### src/hdl/swm_pkg.sv
// Shared types and constants for the sliding window maximum unit.
// Used by swm_cell, swm_readout and sliding_window_maximum_unit.
// No dependencies.
`default_nettype none

package swm_pkg;

  localparam int WINDOW_MAX   = 64;
  localparam int SAMPLE_WIDTH = 16;
  localparam int LEN_W        = 7;
  localparam int LEN_RST      = 3;

  localparam int IDX_W   = (WINDOW_MAX > 1) ? $clog2(WINDOW_MAX) : 1;
  localparam int CNT_W   = IDX_W + 1;
  localparam int LANE_W  = (IDX_W + 1) / 2;
  localparam int LANES   = 1 << LANE_W;
  localparam int GRP_W   = (IDX_W - LANE_W > 0) ? (IDX_W - LANE_W) : 1;
  localparam int GROUPS  = (WINDOW_MAX + LANES - 1) / LANES;

  typedef logic signed [SAMPLE_WIDTH-1:0] sample_t;

  typedef struct packed {
    logic              vld;
    logic [GRP_W-1:0]  grp;
    logic [LANE_W-1:0] lane;
  } sel_ctl_t;

endpackage

`default_nettype wire

### src/hdl/sliding_window_maximum_unit.sv
// Sliding window maximum: cell k of a row of cells keeps the maximum of the last k+1 samples.
// Each result passes through the two registered readout levels, the lane select (gp_r) and the
// group select output (out_r), before out_valid rises; an output stall can hold it in them.
// Throughput: one sample per cycle; the input stalls only while both levels hold a result.
// Synchronous active-low reset clears the fill count and the pipeline valids and sets the window
// length to 3; cell contents are not cleared. Depends on swm_pkg, swm_cell and swm_readout.
`default_nettype none

module sliding_window_maximum_unit (
  input  wire logic                              clk,
  input  wire logic                              rst_n,
  input  wire logic                              in_valid,
  output logic                                   in_stall,
  input  wire logic signed [swm_pkg::SAMPLE_WIDTH-1:0] in_sample,
  input  wire logic                              in_first_of_sequence,
  output logic                                   out_valid,
  input  wire logic                              out_stall,
  output logic signed [swm_pkg::SAMPLE_WIDTH-1:0] out_window_max,
  input  wire logic                              cfg_valid,
  output logic                                   cfg_ready,
  input  wire logic [swm_pkg::LEN_W-1:0]         cfg_window_len
);

  logic [swm_pkg::LEN_W-1:0] len_r;
  logic [swm_pkg::CNT_W-1:0] fill_r;
  logic [swm_pkg::CNT_W-1:0] fill_nxt;
  logic [swm_pkg::CNT_W-1:0] len_eff;
  logic [swm_pkg::IDX_W-1:0] sel_idx;
  logic                      in_acc;
  logic                      rd_blocked;
  swm_pkg::sel_ctl_t         rd_ctl;
  swm_pkg::sample_t          cell_q   [swm_pkg::WINDOW_MAX];
  swm_pkg::sample_t          cell_nxt [swm_pkg::WINDOW_MAX];

  assign cfg_ready = 1'b1;
  assign in_stall  = rd_blocked;
  assign in_acc    = in_valid && !in_stall;

  always_ff @(posedge clk) begin
    if (!rst_n) begin
      len_r <= swm_pkg::LEN_W'(swm_pkg::LEN_RST);
    end else if (cfg_valid && cfg_ready) begin
      len_r <= cfg_window_len;
    end
  end

  always_comb begin
    if (len_r == '0) begin
      len_eff = swm_pkg::CNT_W'(1);
    end else if (32'(len_r) > 32'(swm_pkg::WINDOW_MAX)) begin
      len_eff = swm_pkg::CNT_W'(swm_pkg::WINDOW_MAX);
    end else begin
      len_eff = swm_pkg::CNT_W'(len_r);
    end
    sel_idx = swm_pkg::IDX_W'(len_eff - swm_pkg::CNT_W'(1));
  end

  always_comb begin
    if (in_first_of_sequence) begin
      fill_nxt = swm_pkg::CNT_W'(1);
    end else if (fill_r == swm_pkg::CNT_W'(swm_pkg::WINDOW_MAX)) begin
      fill_nxt = fill_r;
    end else begin
      fill_nxt = fill_r + swm_pkg::CNT_W'(1);
    end
  end

  always_ff @(posedge clk) begin
    if (!rst_n) begin
      fill_r <= '0;
    end else if (in_acc) begin
      fill_r <= fill_nxt;
    end
  end

  for (genvar k = 0; k < swm_pkg::WINDOW_MAX; k++) begin : g_cell
    swm_pkg::sample_t prev;
    if (k == 0) begin : g_head
      assign prev = in_sample;
    end else begin : g_body
      assign prev = cell_q[k-1];
    end
    swm_cell u_cell (
      .clk   (clk),
      .en    (in_acc),
      .clr   (in_first_of_sequence),
      .smp   (in_sample),
      .prev  (prev),
      .m_q   (cell_q[k]),
      .m_nxt (cell_nxt[k])
    );
  end

  assign rd_ctl.vld  = in_acc && (fill_nxt >= len_eff);
  assign rd_ctl.lane = sel_idx[swm_pkg::LANE_W-1:0];
  assign rd_ctl.grp  = swm_pkg::GRP_W'(sel_idx >> swm_pkg::LANE_W);

  swm_readout u_readout (
    .clk            (clk),
    .rst_n          (rst_n),
    .ctl            (rd_ctl),
    .cand           (cell_nxt),
    .blocked        (rd_blocked),
    .out_valid      (out_valid),
    .out_stall      (out_stall),
    .out_window_max (out_window_max)
  );

  // A new sequence restarts the fill count at one sample.
  a_clear_fill: assert property (@(posedge clk) disable iff (!rst_n)
    in_acc && in_first_of_sequence |=> fill_r == swm_pkg::CNT_W'(1))
    else $error("fill count not restarted by a new sequence");

  // The fill count saturates at the window capacity.
  a_fill_sat: assert property (@(posedge clk) disable iff (!rst_n)
    fill_r <= swm_pkg::CNT_W'(swm_pkg::WINDOW_MAX))
    else $error("fill count above window capacity");

  // The head cell always holds the most recent sample.
  a_head_cell: assert property (@(posedge clk) disable iff (!rst_n)
    in_acc |=> cell_q[0] == $past(in_sample))
    else $error("head cell does not hold the latest sample");

  // A restarted sequence gives no result unless the window is one sample long.
  a_no_early: assert property (@(posedge clk) disable iff (!rst_n)
    in_acc && in_first_of_sequence && (len_eff > swm_pkg::CNT_W'(1)) |-> !rd_ctl.vld)
    else $error("result issued before the window is full");

endmodule

`default_nettype wire

### src/hdl/swm_cell.sv
// One cell of the running maximum chain: holds the maximum of its span of samples.
// Depends on swm_pkg.
`default_nettype none

module swm_cell (
  input  wire logic            clk,
  input  wire logic            en,
  input  wire logic            clr,
  input  wire swm_pkg::sample_t smp,
  input  wire swm_pkg::sample_t prev,
  output swm_pkg::sample_t      m_q,
  output swm_pkg::sample_t      m_nxt
);

  swm_pkg::sample_t m_r;

  // After a clear every cell restarts from the new sample alone.
  always_comb begin
    if (clr || (smp > prev)) begin
      m_nxt = smp;
    end else begin
      m_nxt = prev;
    end
  end

  always_ff @(posedge clk) begin
    if (en) begin
      m_r <= m_nxt;
    end
  end

  assign m_q = m_r;

endmodule

`default_nettype wire

### src/hdl/swm_readout.sv
// Two-level registered select that picks the addressed cell and holds the result.
// Depends on swm_pkg.
`default_nettype none

module swm_readout (
  input  wire logic                  clk,
  input  wire logic                  rst_n,
  input  wire swm_pkg::sel_ctl_t     ctl,
  input  wire swm_pkg::sample_t      cand [swm_pkg::WINDOW_MAX],
  output logic                       blocked,
  output logic                       out_valid,
  input  wire logic                  out_stall,
  output swm_pkg::sample_t           out_window_max
);

  swm_pkg::sample_t gp_nxt [swm_pkg::GROUPS];
  swm_pkg::sample_t gp_r   [swm_pkg::GROUPS];
  logic [swm_pkg::GRP_W-1:0] grp_r;
  logic                      s1_vld_r;
  logic                      out_vld_r;
  swm_pkg::sample_t          out_r;
  logic                      out_load;
  logic                      s1_load;

  for (genvar g = 0; g < swm_pkg::GROUPS; g++) begin : g_grp
    swm_pkg::sample_t lanes [swm_pkg::LANES];
    for (genvar l = 0; l < swm_pkg::LANES; l++) begin : g_lane
      if (g * swm_pkg::LANES + l < swm_pkg::WINDOW_MAX) begin : g_real
        assign lanes[l] = cand[g * swm_pkg::LANES + l];
      end else begin : g_pad
        assign lanes[l] = '0;
      end
    end
    assign gp_nxt[g] = lanes[ctl.lane];
  end

  assign out_load = !out_vld_r || !out_stall;
  assign s1_load  = !s1_vld_r || out_load;
  assign blocked  = !s1_load;

  always_ff @(posedge clk) begin
    if (!rst_n) begin
      s1_vld_r  <= 1'b0;
      out_vld_r <= 1'b0;
    end else begin
      if (s1_load) begin
        s1_vld_r <= ctl.vld;
      end
      if (out_load) begin
        out_vld_r <= s1_vld_r;
      end
    end
  end

  always_ff @(posedge clk) begin
    if (s1_load && ctl.vld) begin
      gp_r  <= gp_nxt;
      grp_r <= ctl.grp;
    end
    if (out_load && s1_vld_r) begin
      out_r <= gp_r[grp_r];
    end
  end

  assign out_valid      = out_vld_r;
  assign out_window_max = out_r;

endmodule

`default_nettype wire

### config.mk
export PLATFORM = sky130hd
export DESIGN_NAME = sliding_window_maximum_unit
export DESIGN_NICKNAME = d
export VERILOG_FILES = /design/src/hdl/swm_pkg.sv /design/src/hdl/sliding_window_maximum_unit.sv /design/src/hdl/swm_cell.sv /design/src/hdl/swm_readout.sv
export SDC_FILE = /design/constraint.sdc
export NUM_CORES = 2
export LEC_CHECK = 0
export BUFFER_PORTS_ARGS = -buffer_cell sky130_fd_sc_hd__buf_2
export CAP_MARGIN = 40
export CELL_PAD_IN_SITES_DETAIL_PLACEMENT = 2
export CELL_PAD_IN_SITES_GLOBAL_PLACEMENT = 2
export CORE_ASPECT_RATIO = 0.75
export CORE_UTILIZATION = 40
export DETAILED_ROUTE_END_ITERATION = 8
export PLACE_DENSITY = 0.81
export SLEW_MARGIN = 30
export SYNTH_ARGS = -nofsm -noshare
export SYNTH_HDL_FRONTEND = slang
export SYNTH_SLANG_ARGS = --single-unit
### constraint.sdc
create_clock -name clk -period 29.5 [get_ports clk]
set_input_delay 2.95 -clock clk [delete_from_list [all_inputs] [get_ports clk]]
set_output_delay 2.95 -clock clk [all_outputs]
set_load 0.02 [all_outputs]
## After elaboration in Yosys (flattened, before gate mapping)

Index checks and enable logic that the tools add are counted.

| operators by class | value |
|---|---|
| $add $sub $neg | 2 |
| multipliers | 0 |
| divide/modulo/power cells | 0 |
| order comparisons | 67 |
| equality and inequality tests | 1 |
| shift operators | 0 |
| muxes and demuxes | 94 |
| bitwise gates (word level) | 2 |
| reductions and logical operators | 74 |

Operators with widths:

| kind | number |
|---|---|
| 16-bit two-way mux | 81 |
| 16-bit > comparator | 63 |
| 16-bit binary-select mux with 3-bit select | 9 |
| 1-bit logical OR | 65 |
| 7-bit two-way mux | 4 |
| 4-bit >= comparator (second input constant) | 2 |
| 3-bit NOT with 4-bit output | 2 |
| 7-bit by 1-bit adder with 7-bit output (second input constant) | 1 |
| 7-bit == test (second input constant) | 1 |
| 7-bit >= comparator | 1 |
| 7-bit > comparator (second input constant) | 1 |
| 7-bit logical NOT | 1 |
| 6-bit by 1-bit subtractor with 6-bit output (second input constant) | 1 |
| 1-bit logical AND | 4 |
| 1-bit logical NOT | 4 |

| storage, ports and cells | value |
|---|---|
| flip-flop bits (word level) | 1171 |
| bits in latches | 0 |
| memory bits (writable) | 0 |
| bits in read-only memories | 0 |
| input bits | 29 |
| output and inout bits | 19 |
| logic and storage cells | 317 |
| memories | 0 |

## Depth between registers and ports, before layout

| depth | value |
|---|---|
| depth after elaboration | 8 |
| depth in mapped cells | 18 |

## Hierarchy

A second synthesis with hierarchy kept.

| unflattened totals | value |
|---|---|
| cell total of the unflattened synthesis | 6809 |
| area total of the unflattened synthesis | 89385.7 sq um |

By module, submodules not included:

| module | instances | cells an instance | area an instance (sq um) | sequential area each (sq um) |
|---|---|---|---|---|
| swm_cell | 64 | 94 | 1166.1 | 480.5 |
| swm_readout | 1 | 667 | 13726.9 | 4454.3 |
| sliding_window_maximum_unit | 1 | 126 | 1027.2 | 280.3 |

## Worst setup path after synthesis

OpenSTA, ideal clock, no wires.

| timing path | value |
|---|---|
| kind | input to register |
| start point | in out_stall |
| end point | reg u_readout.gp_r[0] (netlist name) (enable) |
| data arrival time | 29.971 ns |
| required time | 28.784 ns |
| slack | -1.186 ns |
| stages on the path | 5 |
| path buffers | 0 |
| path through | nand3_1 -> nand2_1 -> clkinv_1 -> o21ai_0 -> inv_1 |

| on the way | value |
|---|---|
| word-level cells in the longest chain between the ends | 6 |

Ends and longest elaborated chain:

| item | RTL line | text |
|---|---|---|
| start, declared | sliding_window_maximum_unit.sv:17 | `input wire logic out_stall,` |
| 1-bit logical NOT | swm_readout.sv:37 | `assign out_load = !out_vld_r \|\| !out_stall;` |
| 1-bit logical OR | swm_readout.sv:37 |  |
| 1-bit logical OR | swm_readout.sv:38 | `assign s1_load = !s1_vld_r \|\| out_load;` |
| 1-bit logical AND | sliding_window_maximum_unit.sv:37 | `assign in_acc = in_valid && !in_stall;` |
| named net g_cell[0].u_cell.en | swm_cell.sv:7 | `input wire logic en,` |
| 1-bit logical AND | sliding_window_maximum_unit.sv:94 | `assign rd_ctl.vld = in_acc && (fill_nxt >= len_eff);` |
| 1-bit logical AND | swm_readout.sv:56 | `if (s1_load && ctl.vld) begin` |
| end signal, assigned | swm_readout.sv:57 | `gp_r <= gp_nxt;` |
| end, declared | swm_readout.sv:17 | `swm_pkg::sample_t gp_r [swm_pkg::GROUPS];` |

The timed path passes the listed nets, and every way through them passes these cells.
A chain may end at the register's enable or synchronous reset.

==> impl_metrics.json <==
{
  "status": "complete, no violations",
  "grt_usage_pct": 33.0,
  "final.setup.worst_slack_ps": 21740,
  "chipWidth_um": 534,
  "grt_busiest_layer": "met2",
  "cp.arrival_ps": 8280,
  "synthFlopType": "edfxtp_1",
  "max-clock-path-buffers": 4,
  "antenna_found_initial": 30,
  "slew_violations": 0,
  "die_area_um2": 214000,
  "grt_max_degree": 154,
  "slew-limit-headroom_pct": 35.4,
  "post_drt_wl_per_cell_um": 32.8,
  "crit_path_cell_trace": "clkbuf_8, buf_4, buf_4, ha_1, nor2b_1, o211ai_1, a21oi_1, a2111oi_0, mux2i_1, nand2b_1, nand2_1, o21ai_1, nand4_1",
  "worstMarginPinSlew_ps": 969,
  "ios": 48,
  "place_congestion": 0.917,
  "numCtsBuffers": 147,
  "power_density_nw_per_um2": 60.1,
  "vias": 73029,
  "syn_area_um2": 84900,
  "syn_inst": 8261,
  "final_util_pct": 44.3,
  "clkSinkCount": 1171,
  "peakVddDrop_v": 0.0000474,
  "cp.required_ps": 30020,
  "fin_crit_sh_pct": 26.3,
  "drt_iter0_markers": 8085,
  "core_um2": 211000,
  "final.setup_skew_ps": 73.9,
  "routed_wl_um": 364000,
  "cts_root_buf": "clkbuf_16",
  "dp.final_hpwl_um": 251000,
  "hold_viol": 0,
  "cts_tree": "done",
  "cp_slowest_stage_delay_ps": 680,
  "drcViolationCount": 0,
  "critPathSlowestCell": "nand2b_1",
  "drtPass1Iterations": 6,
  "netlist.area_leader.share_pct": 40.9,
  "p_leak_uw": 0.0384,
  "final-setup-viol-count": 0,
  "rows": 146,
  "drive_gt1_share_pct": 15.0,
  "die_y_um": 401,
  "finalCriticalPeriod_ps": 7760,
  "viasPerCell": 6.58,
  "critPathMostFrequentCell": "buf_4",
  "ys_async_sr_fraction_pct": 0,
  "seq_area_frac_synth_pct": 41.2,
  "grt_setup_unrepaired": "false",
  "post_cts_buffers": 0,
  "worstHoldPathType": "flip-flop to flip-flop",
  "clk_pin_slew_ps": 60,
  "grtUsageMet3_pct": 6.47,
  "synth_edf_count": 1155,
  "pre_cts_slack_ps": 21130,
  "drtAntennaViolNets": 0,
  "syn_nets": 9308,
  "ys_types": 108,
  "htree_levels": 4,
  "synthToLayoutAreaGrowth_pct": 10.1,
  "netlist_top_cells_area": "edfxtp_1 41%, ha_1 15%, mux2_2 8.5%",
  "clk_latency_ps": 840,
  "end_kind": "flip-flop",
  "syn_avg_cell_area_um2": 10.3,
  "clock.fmax_mhz": 129,
  "met1_usage_pct": 45.4,
  "start_util_pct": 40.2,
  "critical_path_class": "input port to flip-flop",
  "grt.overflow.total": 0,
  "grt_util_met2_pct": 50.9,
  "synth_top_cell_by_area": "edfxtp_1",
  "yosysWarnings": 0,
  "start_kind": "input port",
  "cts_hold_buf": 0,
  "nets": 9223,
  "port_buffers": 46,
  "ys_ff_latch": 1171,
  "cp_max_fo": 51,
  "cts_resized": 0,
  "drv_cap": 0,
  "grt_pass1_wl_um": 530000,
  "finalSetupTns_ps": 0,
  "grt_pass1_vias": 77827
}
[power breakdown]
part           switching [µW]  internal, µW
clock network             799          1040
logic                    1010           557
registers                 159          2060
[layout make-up]
type / count / area (µm²)
Fill cell: 21795 / 118000
Multi-Input combinational cell: 5611 / 44400
Sequential cell: 1171 / 35000
Clock buffer: 185 / 3940
Inverter: 1009 / 3820
Tap cell: 2812 / 3520
Timing Repair Buffer: 236 / 2170
Clock inverter: 66 / 582
Antenna cell: 7 / 17.5
[cells in the final DEF (no fill, tap or decap), drive strengths merged, types with 27 or more instances in the layout]
cell type	n
a21oi	410
o221ai	189
edfxtp	1155
a31oi	64
a22oi	31
inv	1009
clkinv	55
a211oi	42
nand2	601
o211ai	114
buf	224
nand4	195
o31a	28
nand2b	42
o21ai	561
nor2b	78
o211a	51
o22ai	104
mux4	32
or3	42
nor3	146
a21o	127
and2	27
nand3	81
o221a	53
ha	1018
mux2	659
o21a	84
clkbuf	197
o22a	34
mux2i	67
nor2	367
[through the flow]
stage          cells  instance area [µm²]  power, µW  hold WS (ps)
2_1_floorplan   8261                84900       3130           458
5_1_grt        11090                93400       5770           552
6_report       11097                93400       5620           521
4_1_cts        11066                93100       5560           526
3_5_place_dp   10815                88500       3720           517
3_3_place_gp   10800                88300       3580           482
[logic make-up after synthesis]
| kind of cell | Yosys count | synth area share [%] |
|---|---|---|
| adder cells (fa/ha/maj) | 1018 | 15.0 |
| buffers and inverters | 1479 | 6.67 |
| multiplexers | 758 | 10.4 |
| flip-flops | 1171 | 41.2 |
| AND/OR/NAND/NOR | 1695 | 9.54 |
| other | 1 | 0.00442 |
| AO/OA/AOI/OAI | 2129 | 17.0 |
| XOR/XNOR | 10 | 0.103 |
[synth_stat cells (all sizes together) (17+ instances only)]
library cell and instances:
nor2b 78, a21boi 17, o221ai 189, o21ai 561, mux2i 67, nand3 81, o31ai 26, a2111oi 24
o221a 53, inv 1007, nor4 21, nor3 146, ha 1018, nand2 601, a31oi 64, o22ai 104
a21o 127, or3 42, o22a 34, or4 25, edfxtp 1155, clkbuf 387, mux2 659, and2 27
nor2 367, o211a 51, o2bb2ai 20, a32oi 17, o32ai 19, buf 83, o31a 28, a211oi 42
nand4 195, o211ai 114, a21oi 410, nand2b 42, o21a 84, mux4 32, and4 17, a22oi 31
[registers in the layout, indices dropped and copies added, names as in the netlist]
name	count
u_readout.grp_r	3
u_readout.s1_vld_r	1
g_cell.u_cell.m_q	1008
fill_r	7
u_readout.out_valid	1
u_readout.out_window_max	16
u_readout.gp_r	128
len_r	7
[worst paths after layout]
kind | start | to | slack, ps | depth (start not counted)
setup / recovery | in_sample[1] | u_readout.gp_r[108] | 21740 | 13
hold / removal | fill_r[6] | fill_r[6] | 520 | 2
setup reg to reg | len_r[1] | u_readout.gp_r[70] | 24150 | 13
hold reg to reg | fill_r[6] | fill_r[6] | 520 | 2
[worst max-delay path, delay by kind of cell]
family / cells / cell delay (ps)
buffers and inverters: 3 / 1570
AND/OR/NAND/NOR: 4 / 1670
AO/OA/AOI/OAI: 4 / 1210
adder cells (fa/ha/maj): 1 / 350
multiplexers: 1 / 320
[routing by layer]
metal  vias up  routed length [µm]
met3       802               34100
li1      30728                   -
met5         -                 119
met2      3608              161000
met1     37875              154000
met4        16               15300
Power figures use the tool's default switching activity.
